**src/design/bts_pkg.sv**
```systemverilog
// Shared types, register codes and the coordinate wrap function for the texture sampler.
package bts_pkg;

    localparam int ADDR_W  = 16;
    localparam int SIZE_W  = 9;
    localparam int COORD_W = 24;
    localparam int MAX_DIM = 256;

    localparam logic KIND_WRITE  = 1'b0;
    localparam logic KIND_SAMPLE = 1'b1;

    typedef enum logic [1:0] {
        REG_WIDTH  = 2'd0,
        REG_HEIGHT = 2'd1,
        REG_LOADED = 2'd2
    } cfg_index_t;

    typedef struct packed {
        logic                      kind;
        logic [ADDR_W-1:0]         texel_address;
        logic [7:0]                texel_red;
        logic [7:0]                texel_green;
        logic [7:0]                texel_blue;
        logic signed [COORD_W-1:0] coord_u;
        logic signed [COORD_W-1:0] coord_v;
    } request_t;

    typedef struct packed {
        logic [15:0] out_red;
        logic [15:0] out_green;
        logic [15:0] out_blue;
    } result_t;

    // Sizes already clamped into the legal range
    typedef struct packed {
        logic [SIZE_W-1:0] width;
        logic [SIZE_W-1:0] height;
        logic              loaded;
    } cfg_t;

    // Classified request handed from front to back
    typedef struct packed {
        logic              kind;
        logic              black;
        logic [ADDR_W-1:0] texel_address;
        logic [23:0]       texel_rgb;
        logic [SIZE_W-1:0] x;
        logic [15:0]       xf;
        logic [SIZE_W-1:0] y;
        logic [15:0]       yf;
    } job_t;

    // Repeat wrap of a Q8.16 coordinate into 0..1.0 (Q16, 17 bits)
    function automatic logic [16:0] wrap_coord(input logic [COORD_W-1:0] raw);
        logic [COORD_W-1:0] neg;
        logic [16:0]        w;
        neg = '0 - raw;
        if (raw[COORD_W-1])
            w = 17'h10000 - {1'b0, neg[15:0]};
        else if (raw <= 24'h010000)
            w = raw[16:0];
        else
            w = {1'b0, raw[15:0]};
        return w;
    endfunction

endpackage

```
**src/design/bts_front.sv**
```systemverilog
// Front end: accepts requests, wraps and scales coordinates into texel index and fraction.
module bts_front import bts_pkg::*; #(
    parameter int QUEUE_DEPTH = 4
) (
    input  logic                             clk,
    input  logic                             rst_n,
    input  logic                             push,
    output logic                             full,
    input  request_t                         request,
    input  cfg_t                             cfg,
    input  logic [$clog2(QUEUE_DEPTH+1)-1:0] queue_count,
    output logic                             job_push,
    output job_t                             job
);

    logic     s1_valid_reg;
    request_t s1_req_reg;
    logic     s2_valid_reg;
    job_t     s2_job_reg, s2_job_next;
    logic     accept;

    logic [16:0] u_wrap, v_wrap;
    logic [25:0] pos_u, pos_v;

    // Reserve a queue slot for every request still in the front stages
    assign full   = (int'(queue_count) + int'(s1_valid_reg) + int'(s2_valid_reg))
                    >= QUEUE_DEPTH;
    assign accept = push && !full;

    always_comb
    begin
        u_wrap = wrap_coord(s1_req_reg.coord_u);
        v_wrap = wrap_coord(s1_req_reg.coord_v);
        pos_u  = 26'(u_wrap) * 26'(cfg.width - 9'd1);
        pos_v  = 26'(v_wrap) * 26'(cfg.height - 9'd1);

        s2_job_next.kind          = s1_req_reg.kind;
        s2_job_next.black         = !cfg.loaded;
        s2_job_next.texel_address = s1_req_reg.texel_address;
        s2_job_next.texel_rgb     = {s1_req_reg.texel_red, s1_req_reg.texel_green,
                                     s1_req_reg.texel_blue};
        s2_job_next.x             = pos_u[24:16];
        s2_job_next.xf            = pos_u[15:0];
        s2_job_next.y             = pos_v[24:16];
        s2_job_next.yf            = pos_v[15:0];
    end

    always_ff @(posedge clk or negedge rst_n)
    begin
        if (!rst_n)
        begin
            s1_valid_reg <= 1'b0;
            s2_valid_reg <= 1'b0;
        end
        else
        begin
            s1_valid_reg <= accept;
            s2_valid_reg <= s1_valid_reg;
        end
    end

    always_ff @(posedge clk)
    begin
        s1_req_reg <= request;
        s2_job_reg <= s2_job_next;
    end

    assign job_push = s2_valid_reg;
    assign job      = s2_job_reg;

endmodule

```
**config.mk**
```make
export PLATFORM = sky130hd
export DESIGN_NAME = bts_front
export DESIGN_NICKNAME = d
export VERILOG_FILES = /design/src/design/bts_pkg.sv /design/src/design/bts_front.sv
export SDC_FILE = /design/constraint.sdc
export NUM_CORES = 1
export LEC_CHECK = 0
export BUFFER_PORTS_ARGS = -buffer_cell sky130_fd_sc_hd__buf_4
export CAP_MARGIN = 5
export CORE_MARGIN = 2
export CORE_UTILIZATION = 40
export DETAILED_ROUTE_END_ITERATION = 6
export PLACE_DENSITY_LB_ADDON = 0.25
export SLEW_MARGIN = 40
export SYNTH_ARGS = -nofsm -noshare
export SYNTH_HDL_FRONTEND = slang
export SYNTH_SLANG_ARGS = --single-unit
export TNS_END_PERCENT = 1
```
**constraint.sdc**
```tcl
create_clock -name clk -period 11.1 [get_ports clk]
set_clock_uncertainty 0.15 [all_clocks]
set_input_delay 0.555 -clock clk [delete_from_list [all_inputs] [get_ports clk]]
set_output_delay 0.555 -clock clk [all_outputs]
set_load 0.03 [all_outputs]
```
==> results_dict.tcl <==
set metrics [dict create \
    outcome "finished, final reports clean" \
    root_buffer "clkbuf_16" \
    reg2reg_from "s1_req_reg[24]" \
    fillCellCount 3770 \
    r2r-end "job[48]" \
    path_depth 28 \
    dieArea_um2 43000 \
    viasPerCell 4.847 \
    ys_ff_latch 183 \
    overflow 0 \
    fin_crit_ns 8.633 \
    maxSlewViolCount 0 \
    synth_edf_count 0 \
    cp-endpoint "job[48]" \
    synth_ff_type "dfxtp_1" \
    path_max_fanout 12 \
    crit_family "adder cells" \
    crit_buf_inv 5 \
    rrSetupSlack_ns 2.47 \
    clkLatencyLatePin_ns 0.49 \
    die_h_um 207.4 \
    worst_setup_path_end_kind "flip-flop" \
    ctsResizeCount 0 \
    syn_area_um2 16540 \
    critical_path_required_ns 11.32 \
    cts_max_path_buffers 2 \
    yosys.cell_count.top_type "inv_1" \
    synth.distinct_cells 84 \
    p_per_area_nw_per_um2 234.8 \
    p_leak_nw 9.728 \
    wl_per_cell_um 15.14 \
    postCtsHoldBufs 88 \
    rsz0062_at_grt "false" \
    hold_depth 1 \
    numCtsBuffers 17 \
    wirelength_um 38760 \
    fmax_mhz 115.8 \
    cts_sinks 183 \
    setup_viol 0 \
    start_util_pct 40.52 \
    hold_path_class "primary input to flip-flop" \
    grtUsageTotal_pct 19.60 \
    startpoint "s1_req_reg[24]" \
    yosys_warnings 0 \
    critPathArrivalTime_ns 8.85 \
    period_share_pct 77.77 \
    drtPass1Iterations 5 \
    synth_area_leaders "fa_1 (29%), dfxtp_1 (22%), ha_1 (10%), inv_1 (6.4%), nor2_1 (4.6%)" \
    synth_top_area_share_pct 28.80 \
    ant_nets 0 \
    critPathLaunchType "flip-flop" \
    tightest_slew_ns 0.8616 \
    antenna_found_initial 4 \
    ff2ff_path_depth 28 \
    ios 208 \
    h-tree-depth 4 \
    syn_nets 2226 \
    place.gp.congestion 0.8536 \
    synth_commonest_cells "inv_1 (284), fa_1 (238), nor2_1 (203)" \
    vias 12410 \
    synth.yosys.seq_area_share_pct 22.21 \
    yosysTopAreaCell "fa_1" \
    clkTransAtPathRegs_ns 0.09 \
    grt_pass1_vias 13690 \
    grt_max_degree 24 \
    syn_avg_cell_area_um2 9.519 \
    drtIter0Drc 586 \
    grt_pass1_wl_um 67520 \
    synth_cells 1738 \
    io_buffers 207 \
    max_stage_delay_ns 0.54 \
    place_inst 2439 \
    drive_gt1_share_pct 16.49 \
    nets 2502 \
    route.detailed.drc 0 \
    regArea_um2 3674 \
    multi_input_area_um2 11710 \
    largest_reg_flops 92 \
    slowest_stage "fa_1" \
    hpwlAfterDp_um 30620 \
    slew_headroom_pct 42.15 \
    hold_viol 0 \
    critPathKind "flip-flop to flip-flop" \
    rows 74 \
    async_flop_share_pct 1.093 \
    cts_setup_buffers 0 \
    placeableCoreArea_um2 40830 \
    cts_tree "yes" \
    final_cells 2561 \
    die_w_um 207.4 \
    fin_tns_setup_ns 0 \
    area_growth_pct 21.99 \
    drv_cap 0 \
    ir_drop_mv 0.1660 \
]
-- per-stage QoR --
stage	utilization (%)	total power [mW]	hold slack [ns]	instance area (um2)	setup slack (ns)
2_1_floorplan	-	3.353	0.1094	16540	3.417
3_3_place_gp	45.56	4.101	0.1595	18600	2.535
3_5_place_dp	45.73	4.152	0.1621	18670	2.386
4_1_cts	49.25	4.819	0.0001966	20110	2.351
5_1_grt	49.41	5.315	0.02183	20180	1.676
6_report	49.43	4.739	0.06465	20180	2.467
-- where the power goes --
group          internal [mW]  switching, mW
Sequential             0.818         0.0487
Combinational           1.41           1.86
Clock                  0.296          0.304
-- per-layer routing --
metal,routed length (um),vias up,GRT usage [%]
met1,17740,6065,25.78
met4,793,2,6.773
met3,2317,53,4.811
li1,-,5961,-
met2,17900,332,31.54
met5,7,-,0
-- kinds of logic after synthesis --
logic type	after synthesis	share of synthesized area, %
DFF	183	22.21
and+or+nand+nor	571	17.38
xor gates and xnor gates	126	7.079
AOI/OAI and AO/OA	148	6.187
buffers and inverters	332	7.820
muxes	4	0.2420
adders and majority gates	374	39.09
-- layout by cell type, fill, tap and decap left out, drive strengths merged, types with 8 or more instances in the layout --
cell type	instances
nor2	204
xnor2	74
and2	26
ha	136
clkbuf	17
or2	44
and3	11
nand2	137
fa	238
nor3b	8
inv	293
xor2	52
nor3	33
a21o	17
o21a	9
nor2b	13
buf	215
o21ai	38
nor4	14
a21oi	37
dfxtp	181
nand3	20
dlygate4sd3	88
nand2b	33
-- layout make-up --
type                       count  area share [%]
timing repair buffer         303           12.36
tap                          532           3.298
inverter                     286           5.319
clock buffer                  17           2.108
multi-input combinational   1223           58.01
clock inverter                14          0.6634
sequential                   183           18.20
antenna                        3         0.03720
-- how the worst min path moves through the flow --
stage                   start        endpoint  slack [ns]
5_1_grt           request[28]  s1_req_reg[28]        0.02
2_1_floorplan           rst_n        job_push        0.11
3_3_place_gp   s1_req_reg[50]         job[52]        0.16
6_report          request[28]  s1_req_reg[28]        0.06
3_5_place_dp   s1_req_reg[74]         job[76]        0.16
4_1_cts           request[28]  s1_req_reg[28]      0.0002
No activity file was read; power rests on OpenSTA's default activity.
