[config.mk]
export PLATFORM = sky130hd
export DESIGN_NAME = bts_queue
export DESIGN_NICKNAME = d
export VERILOG_FILES = /design/src/design/bts_queue.sv
export SDC_FILE = /design/constraint.sdc
export NUM_CORES = 1
export LEC_CHECK = 0
export ABC_AREA = 1
export BUFFER_PORTS_ARGS = -buffer_cell sky130_fd_sc_hd__buf_2
export CAP_MARGIN = 20
export CORE_UTILIZATION = 44
export DETAILED_ROUTE_END_ITERATION = 10
export PLACE_DENSITY = 0.67
export SYNTH_ARGS = -nofsm -noshare
export SYNTH_HDL_FRONTEND = slang
export SYNTH_SLANG_ARGS = --single-unit
[constraint.sdc]
create_clock -name clk -period 1.81 [get_ports clk]
set_clock_uncertainty 0.1 [all_clocks]
set_input_delay 0.181 -clock clk [delete_from_list [all_inputs] [get_ports clk]]
set_output_delay 0.181 -clock clk [all_outputs]
set_load 0.01 [all_outputs]
[src/design/bts_queue.sv]
// Small first-in first-out queue with an occupancy count.
module bts_queue #(
    parameter type item_t = logic,
    parameter int  DEPTH  = 4
) (
    input  logic                       clk,
    input  logic                       rst_n,
    input  logic                       push,
    input  item_t                      wdata,
    input  logic                       pop,
    output item_t                      rdata,
    output logic                       empty,
    output logic [$clog2(DEPTH+1)-1:0] count
);

    localparam int PW = $clog2(DEPTH);
    localparam int CW = $clog2(DEPTH+1);
    localparam logic [PW-1:0] LAST = PW'(DEPTH - 1);

    item_t         mem [DEPTH];
    logic [PW-1:0] wr_ptr_reg, wr_ptr_next;
    logic [PW-1:0] rd_ptr_reg, rd_ptr_next;
    logic [CW-1:0] count_reg, count_next;
    logic          do_pop;

    assign do_pop = pop && (count_reg != '0);

    always_comb
    begin
        wr_ptr_next = wr_ptr_reg;
        rd_ptr_next = rd_ptr_reg;
        count_next  = count_reg;
        if (push)
            wr_ptr_next = (wr_ptr_reg == LAST) ? '0 : wr_ptr_reg + 1'b1;
        if (do_pop)
            rd_ptr_next = (rd_ptr_reg == LAST) ? '0 : rd_ptr_reg + 1'b1;
        if (push && !do_pop)
            count_next = count_reg + 1'b1;
        else if (!push && do_pop)
            count_next = count_reg - 1'b1;
    end

    always_ff @(posedge clk or negedge rst_n)
    begin
        if (!rst_n)
        begin
            wr_ptr_reg <= '0;
            rd_ptr_reg <= '0;
            count_reg  <= '0;
        end
        else
        begin
            wr_ptr_reg <= wr_ptr_next;
            rd_ptr_reg <= rd_ptr_next;
            count_reg  <= count_next;
        end
    end

    always_ff @(posedge clk)
    begin
        if (push)
            mem[wr_ptr_reg] <= wdata;
    end

    assign rdata = mem[rd_ptr_reg];
    assign empty = (count_reg == '0);
    assign count = count_reg;

endmodule

==> run_results.csv, run 1 <==
group,metric,value,unit
status,status,"finished clean",
cells_and_area,drive_gt1_share,35.37,%
global_route,antenna_found_initial,0,
cts,cts_buffers,3,
placed_design,dp_hpwl,656.6,µm
power,p_leak,0.4076,nW
timing,worst_slew_pin_slew,210.1,ps
hold_path,min_path_type,"primary input to register",
timing,fmax,0.5845,GHz
global_route,grt_max_degree,10,
worst_setup_path,setup.worst_path.end_class,"register",
logic_synthesis,yosysUniqueCellTypes,19,
logic_synthesis,yosys.area.top_type,"dfrtp_1",
timing,holdWs,32.43,ps
logic_synthesis,synthTopCellsByArea,"dfrtp_1 29%, edfxtp_1 20%, ha_1 12%",
timing,hold_viol,0,
die,die_x,39.29,µm
die,core,0.001301,mm²
logic_synthesis,syn_area,611.8,µm²
hold_path,hp-start,"wdata",
drt,drcViolationCount,0,
placed_design,io_buffers,9,
logic_synthesis,netlist.area_leader.share,28.63,%
drt,drt-vias-per-instance,4.423,
logic_synthesis,syn_nets,77,
power,total_power,1.182,mW
die,die_h,39.29,µm
cts,cts_root_buf,"clkbuf_4",
worst_setup_path,crit_type,"register to register",
worst_setup_path,ff2ff_path_depth,10,
logic_synthesis,ys_ff_latch,11,
die,start_util,47.02,%
worst_setup_path,crit_end,"count[2]",
drt,drtPass1Iterations,3,
cells_and_area,area_growth,23.31,%
timing,setup_violations,0,
global_route,grt_use_total,14.23,%
cts,htreeDepth,1,
timing,fin_crit_sh,94.52,%
global_route,grt_pass1_wl,1.373,mm
drt,ant_nets,0,
drt,wl_per_cell,8.557,µm
drt,drt_first_iter_violations,3,
worst_setup_path,critPathSlowestCell,"dfrtp_1",
logic_synthesis,postSynthAreaPerCell,9.413,µm²
cts,insertion_delay,260,ps
timing,max_slew_margin,85.99,%
worst_setup_path,max_stage_delay,380,ps
cts,cts_tree,"done",
worst_setup_path,worstSetupStartpoint,"count[1]",
logic_synthesis,yosys_warnings,0,
worst_setup_path,ff2ff_setup_slack,100,ps
worst_setup_path,path_cells,"nor2_2 > nand2_2 > nand2_4 > ha_4 > inv_2 > fa_2 > nand2_2 > nand3_1 > nand2_1 > nand2_1",
logic_synthesis,seq_area_frac_synth,48.26,%
worst_setup_path,reg2reg_to,"count[2]",
job,cap_violations,0,
worst_setup_path,worstPathArrival,1770,ps
cells_and_area,largest_reg_flops,4,
cts,clock_sinks,11,
cts,clkTransAtPathRegs,70,ps
die,io-pin-count,10,
cells_and_area,nets,95,
power,ir_drop,0.9882,mV
die,rows,13,
logic_synthesis,synth_cells,65,
placed_design,place.gp.congestion,0.8119,
drt,via_count,429,
worst_setup_path,path_max_fanout,4,
cells_and_area,num-fill-cells,117,
power,p_per_area,1566,mW/mm²
timing,drv_slew,0,
worst_setup_path,r2r-start,"count[1]",
die,die_area,0.001544,mm²
worst_setup_path,cp.required,1870,ps
global_route,grt_pass1_vias,355,
drt,drt_wl_total,830,µm
worst_setup_path,cp-start-kind,"register",
cts,clock_path_buffers,2,
global_route,grt_overflow,0,
timing,period_needed,1711,ps
cells_and_area,insertedDiodeCount,0,
-- worst max-delay path, delay by kind of cell (launching register included) --
kind | cells | cell delay (ps)
adders and majority gates | 2 | 500
buffers and inverters | 1 | 50
DFF | 1 | 380
and+or+nand+nor | 7 | 560
-- worst min-delay path by stage --
stage,end,slack (ps),cells past startpoint
after floorplan,count[0],-210,0
after global placement,wr_ptr_reg[1],-80,1
after detailed placement,count[0],-80,1
after CTS,mem[3],20,1
after global routing,mem[3],10,1
final,mem[3],30,1
-- stage by stage --
step / area, µm² / utilization, % / setup slack [ps] / cells / setup TNS (ps)
6_report: 754.5 / 57.98 / 99.11 / 97 / 0
3_3_place_gp: 690.7 / 53.08 / 64.90 / 91 / 0
2_1_floorplan: 611.8 / - / 43.38 / 65 / 0
5_1_grt: 754.5 / 57.98 / -5.614 / 97 / -5.614
4_1_cts: 726.9 / 55.87 / 25.59 / 96 / 0
3_5_place_dp: 690.7 / 53.08 / 33.22 / 91 / 0
-- cell type report --
class                      instances  area [µm²]  area share, %
tap                               15       18.77          2.488
clock buffer                       4       26.28          3.483
sequential                        11       295.3          39.14
timing repair buffer              13       77.57          10.28
multi-input combinational         41       287.8          38.14
inverter                          13       48.80          6.468
-- placed cells by master (no fill, tap or decap), types with 4 or more instances in the layout --
| cell type | instances |
|---|---|
| nand2_2 | 7 |
| dfrtp_1 | 7 |
| edfxtp_1 | 4 |
| inv_1 | 10 |
| ha_1 | 5 |
| nand2_1 | 13 |
| buf_2 | 9 |
-- synthesized netlist by cell type --
master     n
inv_1     12
a21oi_1    2
nand2_1   15
xnor2_1    1
fa_1       1
ha_1       6
or2_1      1
o21ai_1    1
dfrtp_1    7
nand3_1    3
o21ai_0    1
nand2_4    1
nor2_2     1
edfxtp_1   4
nand4_1    1
o211ai_1   1
inv_2      1
nor2_1     1
nand2_2    5
-- power breakdown --
| part | internal [mW] | total, mW | switching (mW) |
|---|---|---|---|
| logic | 0.270 | 0.583 | 0.313 |
| clock network | 0.0851 | 0.159 | 0.0743 |
| registers | 0.358 | 0.439 | 0.0811 |
-- cell families (layout without fill, tap and decap cells) --
| group | count (synthesis) | after routing | share of synthesized area (%) |
|---|---|---|---|
| fa+ha+maj | 7 | 7 | 15.54 |
| compound gates | 5 | 5 | 4.498 |
| flops | 11 | 11 | 48.26 |
| buf+inv | 13 | 30 | 7.974 |
| simple gates | 28 | 28 | 22.29 |
| xor+xnor | 1 | 1 | 1.432 |
-- per-layer routing --
metal / GRT usage [%] / vias up / share of wire [%]
met3: 6.818 / 0 / 3.3
met1: 17.41 / 185 / 48
li1: - / 237 / -
met2: 21.67 / 7 / 49
met4: 5.172 / 0 / 0
met5: 0 / - / 0
-- repair_timing --
item,4_1_cts,5_1_grt
gates resized for setup,0,7
endpoints found under the setup margin,0,1
endpoints found under the hold margin,7,0
hold buffers,1,0
setup buffers,0,1
No activity file was read; power rests on OpenSTA's default activity.
==> run 2, diff against run 1 <==
==> constraint.sdc (replaced) <==
create_clock -name clk -period 1.81 [get_ports clk]
set_clock_uncertainty 0.1 [all_clocks]
set_input_delay 0.181 -clock clk [delete_from_list [all_inputs] [get_ports clk]]
set_output_delay 0.181 -clock clk [all_outputs]
set_load 0.05 [all_outputs]
==> run_results.csv, run 2 (synthesized netlist as in run 1, its figures left out) <==
group,metric,value,unit
status,status,"finished clean",
cells_and_area,final_cells,98,
worst_setup_path,crit_type,"register to register",
worst_setup_path,critPathSlowestCell,"dfrtp_2",
power,p_leak,0.4089,nW
timing,rsz0062_at_grt,"no",
die,rows,13,
drt,ant_nets,0,
cells_and_area,design_area,768.2,µm²
drt,drt_wl_total,979,µm
die,die_x,39.29,µm
worst_setup_path,worstPathArrival,1750,ps
timing,fin_crit_sh,93.54,%
timing,period_needed,1693,ps
cells_and_area,multiInputGateArea,290.3,µm²
cells_and_area,fin_util,59.04,%
worst_setup_path,r2r-start,"count[0]",
power,p_per_area,1849,mW/mm²
worst_setup_path,reg2reg_to,"count[2]",
cts,cts_buffers,3,
die,io-pin-count,10,
timing,setup_violations,0,
cells_and_area,nets,96,
job,cap_violations,0,
hold_path,min_path_type,"primary input to register",
cells_and_area,ff_latch_area,299.0,µm²
cells_and_area,final_cell_mix,"14 x nand2_1, 10 x inv_1, 9 x buf_2",
global_route,antenna_found_initial,0,
global_route,grt_pass1_vias,363,
worst_setup_path,ff2ff_setup_slack,120,ps
worst_setup_path,cp-start-kind,"register",
cts,htreeDepth,1,
timing,drv_slew,0,
worst_setup_path,path_depth,10,
cells_and_area,final_common_cell,"nand2_1",
drt,drt-vias-per-instance,4.561,
drt,wl_per_cell,9.990,µm
die,die_area,0.001544,mm²
drt,drt_first_iter_violations,6,
global_route,grt_overflow,0,
placed_design,placed_area,701.9,µm²
worst_setup_path,ff2ff_path_depth,10,
drt,drtPass1Iterations,4,
worst_setup_path,setup.worst_path.end_class,"register",
placed_design,place.gp.congestion,0.6394,
die,core,0.001301,mm²
worst_setup_path,max_stage_delay,420,ps
power,ir_drop,0.9100,mV
cts,insertion_delay,270,ps
global_route,grt_use_total,16.52,%
cts,cts_tree,"done",
timing,hold_viol,0,
die,die_h,39.29,µm
timing,worst_slew_pin_slew,250.7,ps
cts,clock_sinks,11,
worst_setup_path,path_cells,"nor2_4 > nand2_2 > nand2_4 > ha_4 > inv_2 > fa_2 > nand2_2 > nand3_1 > nand2_1 > nand2_1",
cts,clkTransAtPathRegs,70,ps
worst_setup_path,path_max_fanout,2,
cells_and_area,largest_reg_flops,4,
placed_design,dp_cells,90,
worst_setup_path,crit_end,"count[2]",
global_route,grt_max_degree,10,
worst_setup_path,worstSetupStartpoint,"count[0]",
drt,drcViolationCount,0,
worst_setup_path,crit_buf_inv,1,
timing,fmax,0.5906,GHz
die,start_util,47.02,%
cells_and_area,num-fill-cells,120,
hold_path,hp-start,"wdata",
cells_and_area,area_growth,25.56,%
placed_design,dp_hpwl,733.6,µm
worst_setup_path,crit_family,"simple AND/OR/NAND/NOR gates",
cells_and_area,drive_gt1_share,38.55,%
placed_design,io_buffers,9,
global_route,grt_pass1_wl,1.559,mm
cells_and_area,insertedDiodeCount,0,
worst_setup_path,cp.required,1870,ps
drt,via_count,447,
timing,max_slew_margin,83.40,%
cts,clock_path_buffers,2,
cts,cts_root_buf,"clkbuf_4",
power,total_power,1.421,mW
timing,fin_tns_setup,0,ps
## run 2: cell types whose count changed in the layout (fill, tap and decap cells not counted), sizes merged
cell  previous run  this run
buf             12        13
## run 2: worst reg2reg max path, cell delays in order (launching register included)
cell	delay, ps
dfrtp_2	420
nor2_4	110
nand2_2	70
nand2_4	70
ha_4	130
inv_2	50
fa_2	370
nand2_2	90
nand3_1	70
nand2_1	60
nand2_1	50
## run 2: repair_timing
item / 4_1_cts / 5_1_grt
buffers inserted: 0 / 3
setup endpoints to repair: 0 / 2
hold endpoints to repair: 7 / 0
gates resized for setup: 0 / 4
hold buffers: 1 / 0
## run 2: report_power, final
group	leakage [nW]	internal [mW]	switching, mW
clock	0.0150	0.0855	0.0800
sequential	0.118	0.364	0.0973
combinational	0.276	0.291	0.503
total	0.409	0.740	0.680
## run 2: final cells by class
| type | instances | area share [%] |
|---|---|---|
| multi-input combinational | 41 | 37.78 |
| inverter | 13 | 6.352 |
| sequential | 11 | 38.93 |
| timing repair buffer | 14 | 11.07 |
| tap | 15 | 2.443 |
| clock buffer | 4 | 3.420 |
## run 2: routing by layer
layer | wire, µm | GRT usage (%)
met4 | 19 | 7.759
met2 | 463 | 23.33
met5 | 0 | 0
met1 | 453 | 20.66
met3 | 42 | 8.523
## run 2: worst min-delay path by stage
| stage | end | cells after the start | slack, ps |
|---|---|---|---|
| global placement | rd_ptr_reg[0] | 1 | -80 |
| CTS | mem[1] | 1 | 10 |
| detailed placement | rd_ptr_reg[0] | 1 | -80 |
| finish | mem[1] | 1 | 20 |
| floorplan | count[0] | 0 | -210 |
| global route | mem[3] | 1 | 10 |
## run 2: metrics by stage
step	setup slack, ps	hold WS (ps)
3_3_place_gp	88.19	-76.73
2_1_floorplan	17.76	-214.6
6_report	116.9	17.42
3_5_place_dp	45.70	-75.64
4_1_cts	25.75	12.75
5_1_grt	9.655	10.40
==> run 3, diff against run 2 <==
--- a/config.mk
+++ b/config.mk
@@ -10,7 +10,6 @@
 export CAP_MARGIN = 20
 export CORE_UTILIZATION = 44
 export DETAILED_ROUTE_END_ITERATION = 10
-export PLACE_DENSITY = 0.67
 export SYNTH_ARGS = -nofsm -noshare
 export SYNTH_HDL_FRONTEND = slang
 export SYNTH_SLANG_ARGS = --single-unit
==> constraint.sdc (replaced) <==
create_clock -name clk -period 1.8 [get_ports clk]
set_clock_uncertainty 0.1 [all_clocks]
set_input_delay 0.18 -clock clk [delete_from_list [all_inputs] [get_ports clk]]
set_output_delay 0.18 -clock clk [all_outputs]
set_load 0.05 [all_outputs]
==> run_results.csv, run 3 (synthesized netlist as in run 1, its figures left out) <==
group,metric,value,unit
drt,ant_nets,0,
cts,cts_tree,"done",
placed_design,dp_slack,78.30,ps
cells_and_area,multiInputGateArea,282.8,µm²
hold_path,holdPathStages,1,
die,die_area,0.001544,mm²
placed_design,dp_hpwl,729.4,µm
cells_and_area,ff_latch_area,299.0,µm²
cts,htreeDepth,1,
worst_setup_path,crit_end,"count[2]",
power,total_power,1.396,mW
timing,layout_setup_ws,89.55,ps
worst_setup_path,ff2ff_setup_slack,90,ps
cells_and_area,fin_util,58.46,%
worst_setup_path,worstPathArrival,1760,ps
timing,max_slew_margin,83.95,%
worst_setup_path,reg2reg_to,"count[2]",
cts,clock_sinks,11,
drt,wl_per_cell,9.571,µm
global_route,grt_use_total,15.40,%
global_route,grt_overflow,0,
global_route,grt_pass1_wl,1.455,mm
worst_setup_path,worstSetupStartpoint,"count[1]",
cts,insertion_delay,260,ps
worst_setup_path,path_max_fanout,3,
placed_design,place.gp.congestion,0.6406,
cts,clock_path_buffers,2,
die,rows,13,
die,die_x,39.29,µm
global_route,grt_pass1_vias,347,
cells_and_area,num-fill-cells,126,
cts,cts_root_buf,"clkbuf_4",
die,core,0.001301,mm²
status,status,"finished clean",
die,start_util,47.02,%
cells_and_area,final_common_cell,"nand2_1",
worst_setup_path,r2r-start,"count[1]",
global_route,antenna_found_initial,0,
timing,fmax,0.5846,GHz
cts,cts_resized,0,
cells_and_area,drive_gt1_share,34.94,%
drt,drt_wl_total,938,µm
drt,drt-vias-per-instance,4.357,
cts,clkTransAtPathRegs,70,ps
drt,drt_first_iter_violations,1,
drt,drcViolationCount,0,
worst_setup_path,crit_type,"register to register",
drt,via_count,427,
cts,cts_buffers,3,
worst_setup_path,cp-start-kind,"register",
die,die_h,39.29,µm
timing,fin_crit_sh,95.02,%
power,p_per_area,1836,mW/mm²
worst_setup_path,ff2ff_path_depth,10,
worst_setup_path,cp.required,1850,ps
job,cap_violations,0,
cells_and_area,largest_reg_flops,4,
timing,worst_slew_pin_slew,240.7,ps
hold_path,min_path_type,"primary input to register",
power,ir_drop,0.7902,mV
timing,setup_violations,0,
cells_and_area,final_cell_mix,"15 x nand2_1, 12 x inv_1, 9 x buf_2",
timing,period_needed,1710,ps
global_route,grt_max_degree,10,
drt,drtPass1Iterations,2,
placed_design,io_buffers,9,
timing,hold_viol,0,
worst_setup_path,setup.worst_path.end_class,"register",
cells_and_area,insertedDiodeCount,0,
power,p_leak,0.4099,nW
timing,drv_slew,0,
cells_and_area,nets,96,
die,io-pin-count,10,
cells_and_area,area_growth,24.34,%
## run 3: per-layer routing
metal  up-vias  share of wire, %  track usage [%]  wire length [µm]
li1        238                 -                -                 -
met1       180                48            17.92               454
met2         7                47            22.50               438
met3         2               3.6            6.818                34
met4         0               1.2            10.34                11
met5         -                 0                0                 0
## run 3: worst min-delay path by stage
stage / startpoint / endpoint
CTS: wdata / mem[3]
detailed placement: rst_n / rd_ptr_reg[1]
global placement: rst_n / rd_ptr_reg[1]
floorplan: rst_n / count[0]
finish: wdata / mem[3]
global route: wdata / mem[3]
## run 3: cell type report
cell class | instances | area share (%)
inverters | 13 | 6.414
repair buffers | 14 | 11.18
well taps | 15 | 2.467
multi-input cells | 41 | 37.17
clock buffers | 4 | 3.454
flip-flops and latches | 11 | 39.31
## run 3: timing repair
item	CTS	global route
setup buffers	0	2
hold buffers	1	0
setup endpoints to repair	0	1
endpoints found under the hold margin	7	0
## run 3: report_power, final
group | total [mW] | leakage, nW | switching (mW) | internal (mW)
combinational | 0.772 | 0.277 | 0.495 | 0.277
clock | 0.165 | 0.0150 | 0.0794 | 0.0856
sequential | 0.460 | 0.118 | 0.0939 | 0.366
total | 1.40 | 0.410 | 0.668 | 0.728
## run 3: stage by stage
step | instances | hold WS [ps] | area, µm² | setup TNS, ps
3_3_place_gp | 91 | -77.27 | 709.4 | 0
6_report | 98 | 21.35 | 760.7 | 0
3_5_place_dp | 91 | -75.04 | 709.4 | 0
4_1_cts | 96 | 12.08 | 745.7 | 0
5_1_grt | 98 | 9.986 | 760.7 | -4.666
2_1_floorplan | 65 | -215.6 | 630.6 | 0
## run 3: worst max-delay path, stage by stage (launching register included)
cell     delay (ps)
dfrtp_2         410
nor2_2          110
nand2_2          80
nand2_4          90
ha_4            120
inv_1            50
fa_2            340
nand2_1         100
nand3_1          80
nand2_1          60
nand2_1          50
